--- src/tmd_pkg.sv ---
// ----------------------------------------------------------------------------
// tmd_pkg
// Shared types and constants for the typed message deframer.
// ----------------------------------------------------------------------------
`default_nettype none

package tmd_pkg;

  // Frame lengths and chat header layout
  localparam logic [31:0] LEN_MOVE     = 32'd14;
  localparam logic [31:0] LEN_ACTION   = 32'd6;
  localparam logic [31:0] CHAT_HEADER  = 32'd9;
  localparam logic [31:0] CHAT_LEN_POS = 32'd5;
  localparam logic [31:0] MAX_RESET    = 32'd1048576;

  // Message type codes as they appear in the type byte
  typedef enum logic [1:0] {
    KIND_NONE   = 2'd0,
    KIND_MOVE   = 2'd1,
    KIND_CHAT   = 2'd2,
    KIND_ACTION = 2'd3
  } kind_t;

  // Per-byte marks
  typedef struct packed {
    logic first_of_frame;
    logic last_of_frame;
    logic skipped;
    logic aborted;
    logic ignored;
  } marks_t;

  // One result transaction
  typedef struct packed {
    logic [7:0] byte_out;
    kind_t      frame_kind;
    marks_t     marks;
  } result_t;

endpackage

`default_nettype wire

--- src/tmd_core.sv ---
// ----------------------------------------------------------------------------
// tmd_core
// Frame tracking state and per-byte classification of the deframer.
// ----------------------------------------------------------------------------
`default_nettype none

module tmd_core (
  input  wire logic           clk,
  input  wire logic           rst,
  input  wire logic           step,
  input  wire logic [7:0]     data_byte,
  input  wire logic [31:0]    max_bytes,
  output tmd_pkg::result_t    result
);
  import tmd_pkg::*;

  logic        closed;
  logic        closed_next;
  kind_t       current_kind;
  kind_t       current_kind_next;
  logic [31:0] bytes_seen;
  logic [31:0] bytes_seen_next;
  logic [31:0] frame_length;
  logic [31:0] frame_length_next;

  logic [31:0] seen_inc;
  logic [31:0] len_acc;
  logic [31:0] fixed_len;
  logic [32:0] chat_total;
  logic [1:0]  lane;
  logic        last;
  logic        abort;

  // Hold state between transactions, advance on each accepted byte
  always_ff @(posedge clk) begin
    if (rst) begin
      closed       <= 1'b0;
      current_kind <= KIND_NONE;
      bytes_seen   <= '0;
      frame_length <= '0;
    end else if (step) begin
      closed       <= closed_next;
      current_kind <= current_kind_next;
      bytes_seen   <= bytes_seen_next;
      frame_length <= frame_length_next;
    end
  end

  // Chat length bytes land little-endian: offset 5 is lane 0, offset 8 lane 3
  assign seen_inc = bytes_seen + 32'd1;
  assign lane     = bytes_seen[1:0] - 2'd1;
  assign fixed_len = (data_byte == 8'(KIND_MOVE)) ? LEN_MOVE : LEN_ACTION;

  always_comb begin
    len_acc = frame_length;
    if (bytes_seen >= CHAT_LEN_POS) begin
      unique case (lane)
        2'd0: len_acc[7:0]   = frame_length[7:0]   | data_byte;
        2'd1: len_acc[15:8]  = frame_length[15:8]  | data_byte;
        2'd2: len_acc[23:16] = frame_length[23:16] | data_byte;
        2'd3: len_acc[31:24] = frame_length[31:24] | data_byte;
      endcase
    end
  end

  assign chat_total = {1'b0, len_acc} + {1'b0, CHAT_HEADER};

  // Classify the byte and work out the next frame state
  always_comb begin
    closed_next       = closed;
    current_kind_next = current_kind;
    bytes_seen_next   = bytes_seen;
    frame_length_next = frame_length;
    last              = 1'b0;
    abort             = 1'b0;
    result            = '0;
    result.byte_out   = data_byte;
    result.frame_kind = KIND_NONE;

    if (closed) begin
      result.marks.ignored = 1'b1;
    end else if (current_kind == KIND_NONE) begin
      if (data_byte >= 8'd1 && data_byte <= 8'd3) begin
        result.frame_kind           = kind_t'(data_byte[1:0]);
        result.marks.first_of_frame = 1'b1;
        current_kind_next           = kind_t'(data_byte[1:0]);
        bytes_seen_next             = 32'd1;
        frame_length_next           = '0;
        if (data_byte != 8'(KIND_CHAT)) begin
          if (fixed_len > max_bytes) begin
            abort = 1'b1;
          end else begin
            frame_length_next = fixed_len;
          end
        end
      end else begin
        result.marks.skipped = 1'b1;
      end
    end else begin
      result.frame_kind = current_kind;
      bytes_seen_next   = seen_inc;
      if (current_kind == KIND_CHAT && bytes_seen < CHAT_HEADER) begin
        frame_length_next = len_acc;
        if (bytes_seen == CHAT_HEADER - 32'd1) begin
          if (chat_total > {1'b0, max_bytes}) begin
            abort = 1'b1;
          end else begin
            frame_length_next = chat_total[31:0];
            last              = (seen_inc >= chat_total[31:0]);
          end
        end
      end else begin
        last = (seen_inc >= frame_length);
      end
      result.marks.last_of_frame = last;
    end

    // Drop the frame state on completion or abort
    if (last || abort) begin
      current_kind_next = KIND_NONE;
      bytes_seen_next   = '0;
      frame_length_next = '0;
    end
    if (abort) begin
      result.marks.aborted = 1'b1;
      closed_next          = 1'b1;
    end
  end

  // Once closed, the block stays closed until reset
  a_closed_sticky: assert property (@(posedge clk) disable iff (rst)
    closed |=> closed) else $error("closed flag dropped without reset");

  a_abort_closes: assert property (@(posedge clk) disable iff (rst)
    step && result.marks.aborted |=> closed)
    else $error("abort did not close the block");

  a_closed_ignores: assert property (@(posedge clk) disable iff (rst)
    closed |-> result.marks.ignored && result.frame_kind == KIND_NONE)
    else $error("byte not ignored while closed");

  a_last_clears: assert property (@(posedge clk) disable iff (rst)
    step && result.marks.last_of_frame |=> current_kind == KIND_NONE
      && bytes_seen == 32'd0)
    else $error("frame state not cleared after last byte");

endmodule

`default_nettype wire

--- src/typed_message_deframer.sv ---
// ----------------------------------------------------------------------------
// typed_message_deframer
// Cuts a byte stream into typed messages and marks each byte.
// ----------------------------------------------------------------------------
// Every accepted byte yields exactly one result transaction in the next cycle,
// with its type and first/last/skipped/aborted/ignored marks; bytes are never
// held back until a frame completes. The block takes one byte per cycle: the
// frame state update (a 32-bit add and compare, plus one byte merged into the
// chat length) sits between the input handshake and the result register, and
// the input stalls only while a result waits on a stalled output. The frame
// length limit max_message_bytes (reset 1048576) is written over the config
// channel, which is always ready; write it only while the block is idle. After
// an oversize frame the block reports abort and marks every later byte as
// ignored until reset.
// ----------------------------------------------------------------------------
`default_nettype none

module typed_message_deframer (
  input  wire logic        clk,
  input  wire logic        rst,
  // Input bytes
  input  wire logic        in_valid,
  output logic             in_stall,
  input  wire logic [7:0]  data_byte,
  // Results
  output logic             out_valid,
  input  wire logic        out_stall,
  output logic [7:0]       byte_out,
  output logic [1:0]       frame_kind,
  output logic             first_of_frame,
  output logic             last_of_frame,
  output logic             skipped,
  output logic             aborted,
  output logic             ignored,
  // Configuration
  input  wire logic        cfg_valid,
  output logic             cfg_ready,
  input  wire logic [31:0] max_message_bytes
);
  import tmd_pkg::*;

  logic        in_accept;
  logic [31:0] max_bytes;
  result_t     result;
  result_t     result_q;

  assign in_stall  = out_valid && out_stall;
  assign in_accept = in_valid && !in_stall;
  assign cfg_ready = 1'b1;

  // Hold the frame length limit
  always_ff @(posedge clk) begin
    if (rst) begin
      max_bytes <= MAX_RESET;
    end else if (cfg_valid && cfg_ready) begin
      max_bytes <= max_message_bytes;
    end
  end

  tmd_core u_core (
    .clk       (clk),
    .rst       (rst),
    .step      (in_accept),
    .data_byte (data_byte),
    .max_bytes (max_bytes),
    .result    (result)
  );

  // Output register: load on accept, hold while stalled
  always_ff @(posedge clk) begin
    if (rst) begin
      out_valid <= 1'b0;
    end else if (in_accept) begin
      out_valid <= 1'b1;
    end else if (!out_stall) begin
      out_valid <= 1'b0;
    end
  end

  always_ff @(posedge clk) begin
    if (in_accept) begin
      result_q <= result;
    end
  end

  assign byte_out       = result_q.byte_out;
  assign frame_kind     = result_q.frame_kind;
  assign first_of_frame = result_q.marks.first_of_frame;
  assign last_of_frame  = result_q.marks.last_of_frame;
  assign skipped        = result_q.marks.skipped;
  assign aborted        = result_q.marks.aborted;
  assign ignored        = result_q.marks.ignored;

  a_accept_loads: assert property (@(posedge clk) disable iff (rst)
    in_accept |=> out_valid) else $error("accepted byte produced no result");

  a_abort_not_last: assert property (@(posedge clk) disable iff (rst)
    out_valid && aborted |-> !last_of_frame && !skipped && !ignored)
    else $error("aborting byte carries conflicting marks");

  a_skip_clean: assert property (@(posedge clk) disable iff (rst)
    out_valid && skipped |-> frame_kind == 2'(KIND_NONE) && !first_of_frame)
    else $error("skipped byte carries frame marks");

endmodule

`default_nettype wire

--- config.mk ---
export PLATFORM = sky130hd
export DESIGN_NAME = typed_message_deframer
export DESIGN_NICKNAME = d
export VERILOG_FILES = /design/src/tmd_pkg.sv /design/src/tmd_core.sv /design/src/typed_message_deframer.sv
export SDC_FILE = /design/constraint.sdc
export NUM_CORES = 1
export LEC_CHECK = 0
export BUFFER_PORTS_ARGS = -buffer_cell sky130_fd_sc_hd__buf_4
export CAP_MARGIN = 20
export CORE_MARGIN = 4
export CORE_UTILIZATION = 55
export CTS_BUF_LIST = sky130_fd_sc_hd__clkbuf_16
export DETAILED_ROUTE_END_ITERATION = 8
export PLACE_DENSITY_LB_ADDON = 0.12
export SETUP_SLACK_MARGIN = 0.1
export SLEW_MARGIN = 20
export SYNTH_ARGS = -nofsm -noshare
export SYNTH_HDL_FRONTEND = slang
export SYNTH_SLANG_ARGS = --single-unit
--- constraint.sdc ---
create_clock -name clk -period 13.1 [get_ports clk]
set_input_delay 1.31 -clock clk [delete_from_list [all_inputs] [get_ports clk]]
set_output_delay 1.31 -clock clk [all_outputs]
set_load 0.005 [all_outputs]
Word level (Yosys, flattened, before mapping)
Cells that the tools add are included.
- output and inout port bits: 18
- latch bits: 0
- register bits after elaboration: 115
- memory bits (read-only): 0
- logic and storage cells: 98
- RAM bits: 0
- memories: 0
- $lt $le $gt $ge: 8
- multipliers: 0
- shift operators: 0
- equal/unequal tests: 10
- divide/modulo/power cells: 0
- bitwise gates (word level): 5
- reduce and logical (&&, ||, !) cells: 16
- add/sub/neg operators: 3
- muxes and demuxes: 43
- operators with widths (operator ; count):
    32-bit 2-to-1 mux ; 14
    32-bit >= comparator ; 2
    32-bit by 4-bit adder with 33-bit output (second input constant) ; 1
    33-bit by 32-bit greater-than comparator with 1-bit output ; 1
    32-bit by 1-bit adder with 32-bit output (second input constant) ; 1
    32-bit by 4-bit == test with 1-bit output (second input constant) ; 1
    32-bit by 3-bit >= comparator with 1-bit output (second input constant) ; 1
    32-bit greater-than comparator ; 1
    32-bit by 4-bit less-than comparator with 1-bit output (second input constant) ; 1
    8-bit 2-to-1 mux ; 4
    8-bit bitwise OR ; 4
    1-bit 2-to-1 mux ; 18
    2-bit 2-to-1 mux ; 5
    8-bit by 1-bit == test with 1-bit output (second input constant) ; 1
    8-bit by 1-bit >= comparator with 1-bit output (second input constant) ; 1
    8-bit by 2-bit <= comparator with 1-bit output (second input constant) ; 1
    8-bit by 2-bit != test with 1-bit output (second input constant) ; 1
    4-bit AND reduction ; 2
    2-bit == test (second input constant) ; 3
    1-bit logical AND ; 4
    2-bit logical NOT ; 2
    4-bit 2-to-1 mux ; 1
    2-bit nonzero test ; 2
    3-bit 2-to-1 mux ; 1
    12 further kinds ; 12

Depth between registers and ports, before layout
Gate-level depths: netlist (run 1).
- depth after elaboration: 14
- gate-level depth with buffers: 35

Modules after synthesis
A second synthesis (run 1) with hierarchy kept.
- cells, all modules: 1251
- area total of the unflattened synthesis: 9880.7 um2
- modules (own cells, without submodules) (module ; area an instance (um2) ; seq. area each (um2) ; times used ; cells each):
    tmd_core ; 8206.6 ; 1341.3 ; 1 ; 1125
    typed_message_deframer ; 1674.1 ; 1111.1 ; 1 ; 126

Worst setup path before layout (run 1)
Ideal clock, no wire load.
- kind: register -> register
- start: register u_core.bytes_seen[0]
- end: register u_core.bytes_seen[27]
- data required time: 12983 ps
- arrival: 7092 ps
- slack: 5891 ps
- stages on the path, launching flop included: 36
- library setup time: 117 ps
- period minus slack after synthesis: 7209 ps
- path buffers: 7
- path through: dfxtp_1 inv_1 ha_1 nand2b_1 a21oi_1 buf_2 nand3_4 buf_6 buf_2 a31oi_1 inv_1 ha_1 a21oi_1 nand4_1 o211ai_1 or4_1 buf_2 or3_1 buf_2 or3_1 nor4_2 xnor2_1 ha_1 a21o_1 a21oi_1 nand2b_1 a221oi_1 and2_1 a21boi_0 a22oi_2 o31a_2 o311a_1 buf_6 and3_4 buf_6 a22o_1
- word-level cells in the longest chain between the ends: 14
- elaborated cells between the ends (all ways): 36
- those cells by class: add/sub (3); order compare (5); eq/ne (6); mux (18); reduce/logical (4)
- ends and longest elaborated chain (element ; line ; source):
    from (decl) ; tmd_core.sv:21 ; logic [31:0] bytes_seen;
    from (signal assigned) ; tmd_core.sv:44 ; bytes_seen <= bytes_seen_next;
    branches (longest 14 deep; another with 32-bit by 4-bit adder with 33-bit output) ; -- ;
Parallel ways; which one is timed is not known. The select of a mux whose other input is x is not followed.
A chain may end at the register's enable or synchronous reset.

Worst setup path after layout (run 1)
- start: register u_core.bytes_seen[0]
- end: register u_core.frame_length[23]
- word-level cells in the longest chain between the ends: 14
- elaborated cells between the ends (all ways): 40
- those cells by class: add/sub (3); order compare (5); eq/ne (6); mux (21); reduce/logical (5)
- ends and longest elaborated chain (element ; line ; source):
    branches (longest 14 deep; another with 32-bit by 4-bit adder with 33-bit output) ; -- ;
    to (signal assigned) ; tmd_core.sv:45 ; frame_length <= frame_length_next;
    to (decl) ; tmd_core.sv:23 ; logic [31:0] frame_length;
Parallel ways; which one is timed is not known. The select of a mux whose other input is x is not followed.

==> reports/results.ini, run 1 <==
[clock_network]
ctsRootBufferMaster=clkbuf_16
ctsHtreeMaxLevel=4
cts_made_buffers=17
hold_buffers=0
cts_tree=yes
cts.repair.resized=0
clk_latency_ps=430
clkSlewWorstSetupHoldPaths_ps=60
clock_sink_count=115
postCtsSetupBuffers=0
cts_buffer_depth=2

[die]
placementRows=47
die_height_um=137.8
design.die.area_mm2=0.01900
die_width_um=137.8
core-area_mm2=0.01652
initial_utilization_pct=56.11
top_level_ports=63

[final_layout]
finish.utilization_pct=62.57
diodes=0
finalNetCount=1314
area_growth_pct=11.51
layout.filler_cells=1497
layout.cell_area.non_filler_mm2=0.01034
layoutNonFillerInstCount=1399
mostFrequentLayoutCells=inv_1 (103), ha_1 (103), dfxtp_1 (100)
drive_above_1_share_pct=10.18

[global_route]
gr-usage-all-layers_pct=29.75
grt_start_max_net_pins=66
first_pass_grt_wire_length_mm=43.44
first_global_vias=8253
global_route.overflow_total=0
grt_antenna_before_repair=0

[critical_path]
worst-endpoint-required_ps=13430
ff2ff_path_depth=28
r2r_path_end=u_core.frame_length[23]
crit_family=simple AND/OR/NAND/NOR gates
cp_data_arrival_time_ps=9160
path_max_fanout=22
critical_path_depth=28
ff2ff_setup_slack_ps=4280
critPathLaunchType=register
timing.critical_path.slowest_stage_cell=nand3_1
worst-setup-path-type=reg2reg
cp_endpoint=u_core.frame_length[23]
startpoint=u_core.bytes_seen[0]
crit_path_end_kind=register
cp.buffers_inverters=2
rr_startpoint=u_core.bytes_seen[0]
critical_path.max_stage_delay_ps=650

[placed_design]
placed_cells=1367
globalplace.congestion=0.9821
io_buffer_count=61
detailedPlacementHpwl_mm=20.91
placedInstanceArea_mm2=0.009792
place_worst_setup_slack_ps=4107

[routing]
initialDrtViolationCount=765
vias=8620
drc_errors=0
viasPerCell=6.162
wl_per_cell_um=19.77
wl_mm=27.66
dr.pass1.iters=9
drt.antenna.violating_nets=0

[sta]
setup-violations-final=0
postLayoutSetupSlackWorst_ps=4278
timing.fmax_ghz=0.1134
fin_worst_hold_slack_ps=492.9
slew_headroom_pct=32.03
final-hold-violation-count=0
timing_worst_slew_pin_value_ps=1020
setup-tns-final_ps=0
min_period_over_period_pct=67.34
number_of_max_slew_violations_in_the_final_report=0
clock_skew_ps=6.834
rsz0062_at_grt=false
timing.final.crit_period_ps=8822

[yosys]
ys_seq_area_share_pct=26.45
synth.distinct_cells=76
yosys_warnings=0
synthesis.area_per_instance_um2=8.147
synth_async_sr_flop_share_pct=0
postSynthRegisterBits=115
post_synth_instance_area_mm2=0.009271
ys_dominant_reg_cell=dfxtp_1
synth_cells=1138
synth.net_count=1286
synth_enable_flop_cells=15

[power_and_ir_drop]
power_uw=874.5
total_leakage_power_nw=4.225
ir_worst_vdd_v=0.00009573
power_density_mw_per_mm2=84.59

[hold_path]
worst_hold_path_type=reg2reg

[job]
maxCapViolCount=0

[run_status]
run_status=finished, final reports clean

routing by layer:
layer	global-route usage (%)	wire length [um]	share of wire, %
met5	0	0	0
met4	12.95	1172	4.2
met3	5.661	1998	7.2
met2	47.40	12510	45
met1	39.24	11980	43
report_power, final:
| part | total (mW) | switching, mW | internal [mW] |
|---|---|---|---|
| combinational | 0.0664 | 0.0373 | 0.0291 |
| sequential | 0.372 | 0.00600 | 0.366 |
| clock | 0.436 | 0.177 | 0.259 |
cells in the mapped netlist (all sizes together), types with 26 or more instances:
library cell / number / area share, %
clkbuf: 36 / 1.5
xnor2: 51 / 4.9
a21oi: 41 / 2.2
nor3: 28 / 1.6
nand2: 84 / 3.4
dfxtp: 100 / 22
ha: 103 / 14
a31oi: 38 / 2.8
nor4: 26 / 1.9
nor2: 93 / 3.8
xor2: 26 / 2.5
nand3: 41 / 2.3
mux2i: 33 / 3.6
o21ai: 38 / 2.1
inv: 101 / 4.1
layout make-up:
cell class	instances	area, um2	share of cell area [%]
Multi-Input combinational cell	860	6162	59.60
Inverter	102	382.9	3.703
Clock inverter	13	65.06	0.6293
Timing Repair Buffer	70	525.5	5.083
Clock buffer	19	475.5	4.599
Sequential cell	115	2452	23.72
Tap cell	220	275.3	2.662
tightest hold or removal path: stages (launching register included):
cell	delay (ps)
dfxtp_1	340
nand2_1	70
nand2_1	40
worst min-delay path by stage:
stage,startpoint,endpoint,slack (ps),cells after the start
3_5_place_dp,u_core.frame_length[29],u_core.frame_length[29],480,2
5_1_grt,u_core.frame_length[23],u_core.frame_length[23],510,2
3_3_place_gp,u_core.frame_length[15],u_core.frame_length[15],480,2
6_report,u_core.frame_length[20],u_core.frame_length[20],490,2
2_1_floorplan,u_core.frame_length[20],u_core.frame_length[20],440,2
4_1_cts,u_core.frame_length[29],u_core.frame_length[29],490,2
state kept, by name, summed over array words and instances, names as in the netlist, 2 cells and up:
register,cells
byte_out,8
max_bytes,32
u_core.bytes_seen,32
u_core.frame_length,32
frame_kind,2
u_core.current_kind,2
cells by family (layout without fill, tap and decap cells):
family	after synthesis	in the layout	synth area share, %
buffers and inverters	163	204	7.382
and+or+nand+nor	393	393	22.01
muxes	33	33	3.563
xor gates and xnor gates	77	77	7.355
other	1	1	0.04045
AOI/OAI and AO/OA	253	253	19.30
adders and majority gates	103	103	13.90
DFF	115	115	26.45
(Power assumes the default switching activity.)
==> run 2: changes to the inputs <==
- ABC_AREA: default -> 1
- clock period: 13.1 -> 7.6 ns (I/O delays scaled with it)
==> run 2 against run 1 <==
Critical path depth increased by 10; register-to-register slack got worse by 3500 ps; global-route usage decreased by 1.1 points; clock skew increased by 2.0 ps; hold slack got worse by 9.2 ps; synthesized cell count increased by 27%; sequential share of layout area decreased by 1.1 points; sequential power increased by 75%; total power increased by 130%; setup slack got worse by 3500 ps; critical endpoint is now u_core.bytes_seen[29]; largest cell class unchanged.
==> reports/results.ini, run 2 <==
[sta]
number_of_max_slew_violations_in_the_final_report=0  ; unchanged
timing.fmax_ghz=0.1465  ; was 0.1134 GHz
setup-violations-final=0  ; unchanged
timing_worst_slew_pin_value_ps=1011  ; was 1020 ps
min_period_over_period_pct=89.82  ; was 67.34%
setup-tns-final_ps=0  ; unchanged
clock_skew_ps=8.846  ; was 6.834 ps
rsz0062_at_grt=false  ; unchanged
timing.final.crit_period_ps=6826  ; was 8822 ps
slew_headroom_pct=32.07  ; was 32.03%
final-hold-violation-count=0  ; unchanged

[routing]
wl_per_cell_um=16.42  ; was 19.77 um
drc_errors=0  ; unchanged
viasPerCell=5.437  ; was 6.162
dr.pass1.iters=5  ; was 9
wl_mm=28.19  ; was 27.66 mm
initialDrtViolationCount=772  ; was 765
vias=9336  ; was 8,620
drt.antenna.violating_nets=0  ; unchanged

[clock_network]
postCtsSetupBuffers=0  ; unchanged
cts.repair.resized=0  ; unchanged
cts_tree=yes  ; unchanged
ctsHtreeMaxLevel=4  ; unchanged
hold_buffers=0  ; unchanged
ctsRootBufferMaster=clkbuf_16  ; unchanged
cts_buffer_depth=2  ; unchanged
cts_made_buffers=17  ; unchanged
clock_sink_count=115  ; unchanged
clkSlewWorstSetupHoldPaths_ps=60  ; about the same
clk_latency_ps=430  ; about the same

[die]
die_width_um=141.3  ; was 137.8 um
core-area_mm2=0.01736  ; was 0.01652 mm2
design.die.area_mm2=0.01995  ; was 0.01900 mm2
top_level_ports=63  ; unchanged
initial_utilization_pct=56.26  ; was 56.11%
die_height_um=141.3  ; was 137.8 um
placementRows=48  ; was 47

[final_layout]
area_used_by_multi_input_combinational_logic_mm2=0.006113  ; was 0.006162 mm2
area.sequential_mm2=0.002452  ; unchanged
finalNetCount=1627  ; was 1,314
drive_above_1_share_pct=12.27  ; was 10.18%
mostFrequentLayoutCells=inv_1 (225), nand2_1 (217), nor2_1 (216)  ; was inv_1 (103), ha_1 (103), dfxtp_1 (100)
diodes=0  ; unchanged
layout.filler_cells=1666  ; was 1,497
layoutNonFillerInstCount=1717  ; was 1,399
area_growth_pct=10.95  ; was 11.51%
reg.largest.list=max_bytes (32), u_core.bytes_seen (32), u_core.frame_length (32)  ; unchanged
layout.cells.most_common=inv_1

[critical_path]
rr_startpoint=u_core.bytes_seen[1]  ; was u_core.bytes_seen[0]
path_max_fanout=24  ; was 22
cp_data_arrival_time_ps=7190  ; was 9160 ps
critPathLaunchType=register  ; unchanged
crit_path_top_cell_by_count=nand2_1
worst-endpoint-required_ps=7960  ; was 13,430 ps
timing.critical_path.slowest_stage_cell=nand2_1  ; was nand3_1
critical_path.max_stage_delay_ps=580  ; was 650 ps
ff2ff_setup_slack_ps=770  ; was 4280 ps
ff2ff_path_depth=38  ; was 28
crit_path_end_kind=register  ; unchanged
r2r_path_end=u_core.bytes_seen[29]  ; was u_core.frame_length[23]
worst-setup-path-type=reg2reg  ; unchanged

[yosys]
synth_common_cells=inv_1 (226), nand2_1 (217), nor2_1 (217)  ; was ha_1 (103), inv_1 (101), dfxtp_1 (100)
synthesis.area_per_instance_um2=6.772  ; was 8.147 um2
synth_enable_flop_cells=15  ; unchanged
synthDominantCellAreaShare_pct=20.50  ; was 21.59%
synth_async_sr_flop_share_pct=0  ; unchanged
ys_seq_area_share_pct=25.11  ; was 26.45%
yosys_warnings=0  ; unchanged
ys_dominant_reg_cell=dfxtp_1  ; unchanged
post_synth_instance_area_mm2=0.009766  ; was 0.009271 mm2
synth_cells=1442  ; was 1,138
synth.top_cells.by_area=dfxtp_1 (20%), ha_1 (13%), inv_1 (8.7%)  ; was dfxtp_1 (22%), ha_1 (14%), edfxtp_1 (4.9%)
synth_top_area_cell=dfxtp_1  ; unchanged
postSynthRegisterBits=115  ; unchanged
synth.net_count=1590  ; was 1,286
library_cell_with_the_highest_instance_count_after_synthesis=inv_1  ; was ha_1
synth.distinct_cells=52  ; was 76

[placed_design]
detailedPlacementHpwl_mm=20.50  ; was 20.91 mm
globalplace.congestion=0.9508  ; was 0.9821
io_buffer_count=61  ; unchanged
placed_cells=1685  ; was 1,367

[power_and_ir_drop]
ir_worst_vdd_v=0.0001725  ; was 0.00009573 V
power_density_mw_per_mm2=185.4  ; was 84.59 mW/mm2
total_leakage_power_nw=5.403  ; was 4.225 nW

[hold_path]
timing.hold.worst.start=max_bytes[10]  ; was u_core.frame_length[20]
hold_path_depth=2  ; unchanged
worst_hold_path_type=reg2reg  ; unchanged
timing.hold.worst_endpoint=max_bytes[10]  ; was u_core.frame_length[20]

[global_route]
grt_start_max_net_pins=95  ; was 66
grt_antenna_before_repair=0  ; unchanged
first_global_vias=8792  ; was 8,253
gr-usage-all-layers_pct=28.64  ; was 29.75%
first_pass_grt_wire_length_mm=45.73  ; was 43.44 mm
global_route.overflow_total=0  ; unchanged

[run_status]
run_status=finished, final reports clean  ; unchanged

[job]
maxCapViolCount=0  ; unchanged

## run 2: worst max path at each step
stage                          from                 endpoint  slack (ps)  depth (start not counted)
2_1_floorplan  u_core.bytes_seen[0]  u_core.frame_length[21]        2600                         38
3_3_place_gp   u_core.bytes_seen[0]    u_core.bytes_seen[26]        1150                         37
3_5_place_dp   u_core.bytes_seen[1]    u_core.bytes_seen[26]         990                         38
4_1_cts        u_core.bytes_seen[0]    u_core.bytes_seen[29]         980                         37
5_1_grt        u_core.bytes_seen[1]    u_core.bytes_seen[30]         220                         38
6_report       u_core.bytes_seen[1]    u_core.bytes_seen[29]         770                         38
## run 2: area by class of cell
class	count	share of cell area (%)
multi-input cells	1041	56.42
flip-flops and latches	115	22.63
inverters	237	8.222
repair buffers	67	4.757
clock buffers	17	3.926
well taps	225	2.598
clock inverters	15	1.443
## run 2: critical path: cells and delay by family, from the launching register on
| family | cells | cell delay (ps) |
|---|---|---|
| AO/OA/AOI/OAI | 2 | 290 |
| XOR/XNOR | 1 | 350 |
| adder cells (fa/ha/maj) | 2 | 480 |
| buffers and inverters | 6 | 830 |
| flip-flops | 1 | 440 |
| AND/OR/NAND/NOR | 27 | 4340 |
## run 2: cell families (layout without fill, tap and decap cells)
group	after synthesis	in the layout	share of synthesized area (%)
simple gates	613	613	29.22
buf+inv	286	336	12.31
compound gates	284	284	16.53
flops	115	115	25.11
fa+ha+maj	103	103	13.20
xor+xnor	40	40	3.587
other cells	1	1	0.03840
## run 2: per-layer routing
metal / global-route usage [%] / wire (um)
met5: 0 / 0
met1: 38.30 / 12500
met4: 8.261 / 685
met3: 4.516 / 1851
met2: 47.96 / 13150
## run 2: per-stage QoR
stage | total power, mW | instance area, um2 | setup slack [ps] | utilization (%) | hold WS (ps)
floorplan | 1.047 | 9766 | 2602 | - | 450.5
global placement | 1.188 | 10250 | 1145 | 59.06 | 469.3
detailed placement | 1.196 | 10250 | 989.4 | 59.06 | 479.5
CTS | 2.005 | 10830 | 982.9 | 62.41 | 490.4
global route | 2.110 | 10840 | 217.9 | 62.43 | 507.8
finish | 2.009 | 10840 | 773.9 | 62.43 | 483.8
## run 2: power breakdown
group	internal [mW]	switching (mW)
Combinational	0.181	0.365
Clock	0.484	0.329
Sequential	0.638	0.0115
==> run 3: changes to the inputs <==
==> constraint.sdc (replaced) <==
create_clock -name clk -period 6.7 [get_ports clk]
set_input_delay 0.335 -clock clk [delete_from_list [all_inputs] [get_ports clk]]
set_output_delay 0.335 -clock clk [all_outputs]
set_load 0.005 [all_outputs]
==> run 3 against run 2 <==
Hold slack got worse by 370 ps; via count increased by 1.2%; first-iteration DRC count decreased by 2.7%; maximum frequency increased by 12%; cell count increased by 0.35%; global-route usage decreased by 0.23 points; final area increased by 0.92%; die area unchanged; critical path depth unchanged; highest routed layer unchanged.
==> reports/results.ini, run 3 (same netlist as run 2, synthesis figures left out) <==
[run_status]
run_status=finished, final reports clean  ; unchanged

[critical_path]
crit_path_end_kind=register  ; unchanged
cp.buffers_inverters=6  ; unchanged
crit_family=simple AND/OR/NAND/NOR gates  ; unchanged
critical_path_depth=38  ; unchanged
path_max_fanout=38  ; was 24
worst-setup-path-type=reg2reg  ; unchanged
timing.critical_path.slowest_stage_cell=dfxtp_1  ; was nand2_1
cp_data_arrival_time_ps=6430  ; was 7190 ps
critPathLaunchType=register  ; unchanged
ff2ff_path_depth=38  ; unchanged
worst-endpoint-required_ps=7020  ; was 7960 ps
crit_path_top_cell_by_count=nand2_1  ; unchanged
critical_path.max_stage_delay_ps=410  ; was 580 ps

[die]
placementRows=48  ; unchanged
die_height_um=141.3  ; unchanged
design.die.area_mm2=0.01995  ; unchanged
die_width_um=141.3  ; unchanged
top_level_ports=63  ; unchanged
core-area_mm2=0.01736  ; unchanged
initial_utilization_pct=56.26  ; unchanged

[clock_network]
cts_tree=yes  ; unchanged
clock_sink_count=115  ; unchanged
cts_buffer_depth=2  ; unchanged
cts_made_buffers=17  ; unchanged
hold_buffers=0  ; unchanged
ctsHtreeMaxLevel=4  ; unchanged
ctsRootBufferMaster=clkbuf_16  ; unchanged
clkSlewWorstSetupHoldPaths_ps=60  ; about the same
clk_latency_ps=430  ; about the same

[routing]
viasPerCell=5.482  ; was 5.437
initialDrtViolationCount=751  ; was 772
wl_mm=28.19  ; about the same
vias=9446  ; was 9,336
dr.pass1.iters=5  ; unchanged
drc_errors=0  ; unchanged
wl_per_cell_um=16.36  ; was 16.42 um
drt.antenna.violating_nets=0  ; unchanged

[final_layout]
area_used_by_multi_input_combinational_logic_mm2=0.006121  ; was 0.006113 mm2
reg.largest.list=max_bytes (32), u_core.bytes_seen (32), u_core.frame_length (32)  ; unchanged
diodes=0  ; unchanged
area.sequential_mm2=0.002452  ; unchanged
layout.cells.most_common=inv_1  ; unchanged
drive_above_1_share_pct=12.55  ; was 12.27%
finalNetCount=1633  ; was 1,627
mostFrequentLayoutCells=inv_1 (227), nand2_1 (217), nor2_1 (215)  ; was inv_1 (225), nand2_1 (217), nor2_1 (216)
area_growth_pct=11.98  ; was 10.95%
layout.filler_cells=1673  ; was 1,666

[hold_path]
worst_hold_path_type=in2reg  ; was reg2reg
hold_path_depth=2  ; unchanged

[power_and_ir_drop]
power_density_mw_per_mm2=209.7  ; was 185.4 mW/mm2
power_mw=2.293  ; was 2.009 mW
ir_worst_vdd_v=0.0002108  ; was 0.0001725 V
total_leakage_power_nw=5.459  ; was 5.403 nW

[sta]
timing_worst_slew_pin_value_ps=1022  ; was 1011 ps
setup-tns-final_ps=0  ; unchanged
min_period_over_period_pct=91.24  ; was 89.82%
final-hold-violation-count=0  ; unchanged
timing.final.crit_period_ps=6113  ; was 6826 ps
number_of_max_slew_violations_in_the_final_report=0  ; unchanged
rsz0062_at_grt=false  ; unchanged
slew_headroom_pct=31.34  ; was 32.07%
clock_skew_ps=8.854  ; was 8.846 ps
setup-violations-final=0  ; unchanged
timing.fmax_ghz=0.1636  ; was 0.1465 GHz
fin_worst_hold_slack_ps=113.1  ; was 483.8 ps

[global_route]
first_pass_grt_wire_length_mm=45.16  ; was 45.73 mm
first_global_vias=8782  ; was 8,792
grt_antenna_before_repair=0  ; unchanged
gr-usage-all-layers_pct=28.41  ; was 28.64%
global_route.overflow_total=0  ; unchanged
grt_start_max_net_pins=95  ; unchanged

[job]
maxCapViolCount=0  ; unchanged

[placed_design]
globalplace.congestion=0.9482  ; was 0.9508
io_buffer_count=61  ; unchanged
detailedPlacementHpwl_mm=20.91  ; was 20.50 mm

## run 3: worst paths after layout
check | to | slack [ps] | from
setup / recovery | u_core.frame_length[5] | 590 | u_core.bytes_seen[1]
hold / removal | max_bytes[20] | 110 | cfg_valid
setup reg to reg | u_core.frame_length[5] | 590 | u_core.bytes_seen[1]
hold reg to reg | max_bytes[11] | 480 | max_bytes[11]
## run 3: where the power goes
part           internal (mW)  switching, mW  total, mW
clock network          0.580          0.351      0.931
logic                  0.209          0.416      0.625
registers              0.724         0.0128      0.737
total                   1.51          0.780       2.29
## run 3: layout make-up
type                            instances  area share, %
Sequential cell                       115          22.43
Timing Repair Buffer                   73          5.469
Clock inverter                         15          1.533
Tap cell                              225          2.574
Multi-Input combinational cell       1041          55.97
Clock buffer                           17          3.890
Inverter                              237          8.135
## run 3: routing by layer
metal  vias to the layer above  track usage, %  wire (um)
met3                        82           5.898       2005
met5                         -               0          0
li1                       4767               -          -
met2                       351           45.35      12620
met4                         0           11.52       1090
met1                      4246           37.59      12480
## run 3: timing repair
| action | CTS | global route |
|---|---|---|
| gates resized for setup | 0 | 3 |
| setup endpoints to repair | 0 | 66 |
| buffers inserted | 0 | 4 |
## run 3: metrics by stage
| step | instance area [um2] | setup WS [ps] | util [%] | std cells |
|---|---|---|---|---|
| final | 10940 | 586.9 | 63.00 | 1723 |
| after global routing | 10940 | 105.5 | 63.00 | 1723 |
| after CTS | 10890 | 359.8 | 62.72 | 1719 |
| after detailed placement | 10290 | 464.3 | 59.30 | 1687 |
| after global placement | 10290 | 617.9 | 59.28 | 1687 |
| after floorplan | 9766 | 1702 | - | 1442 |
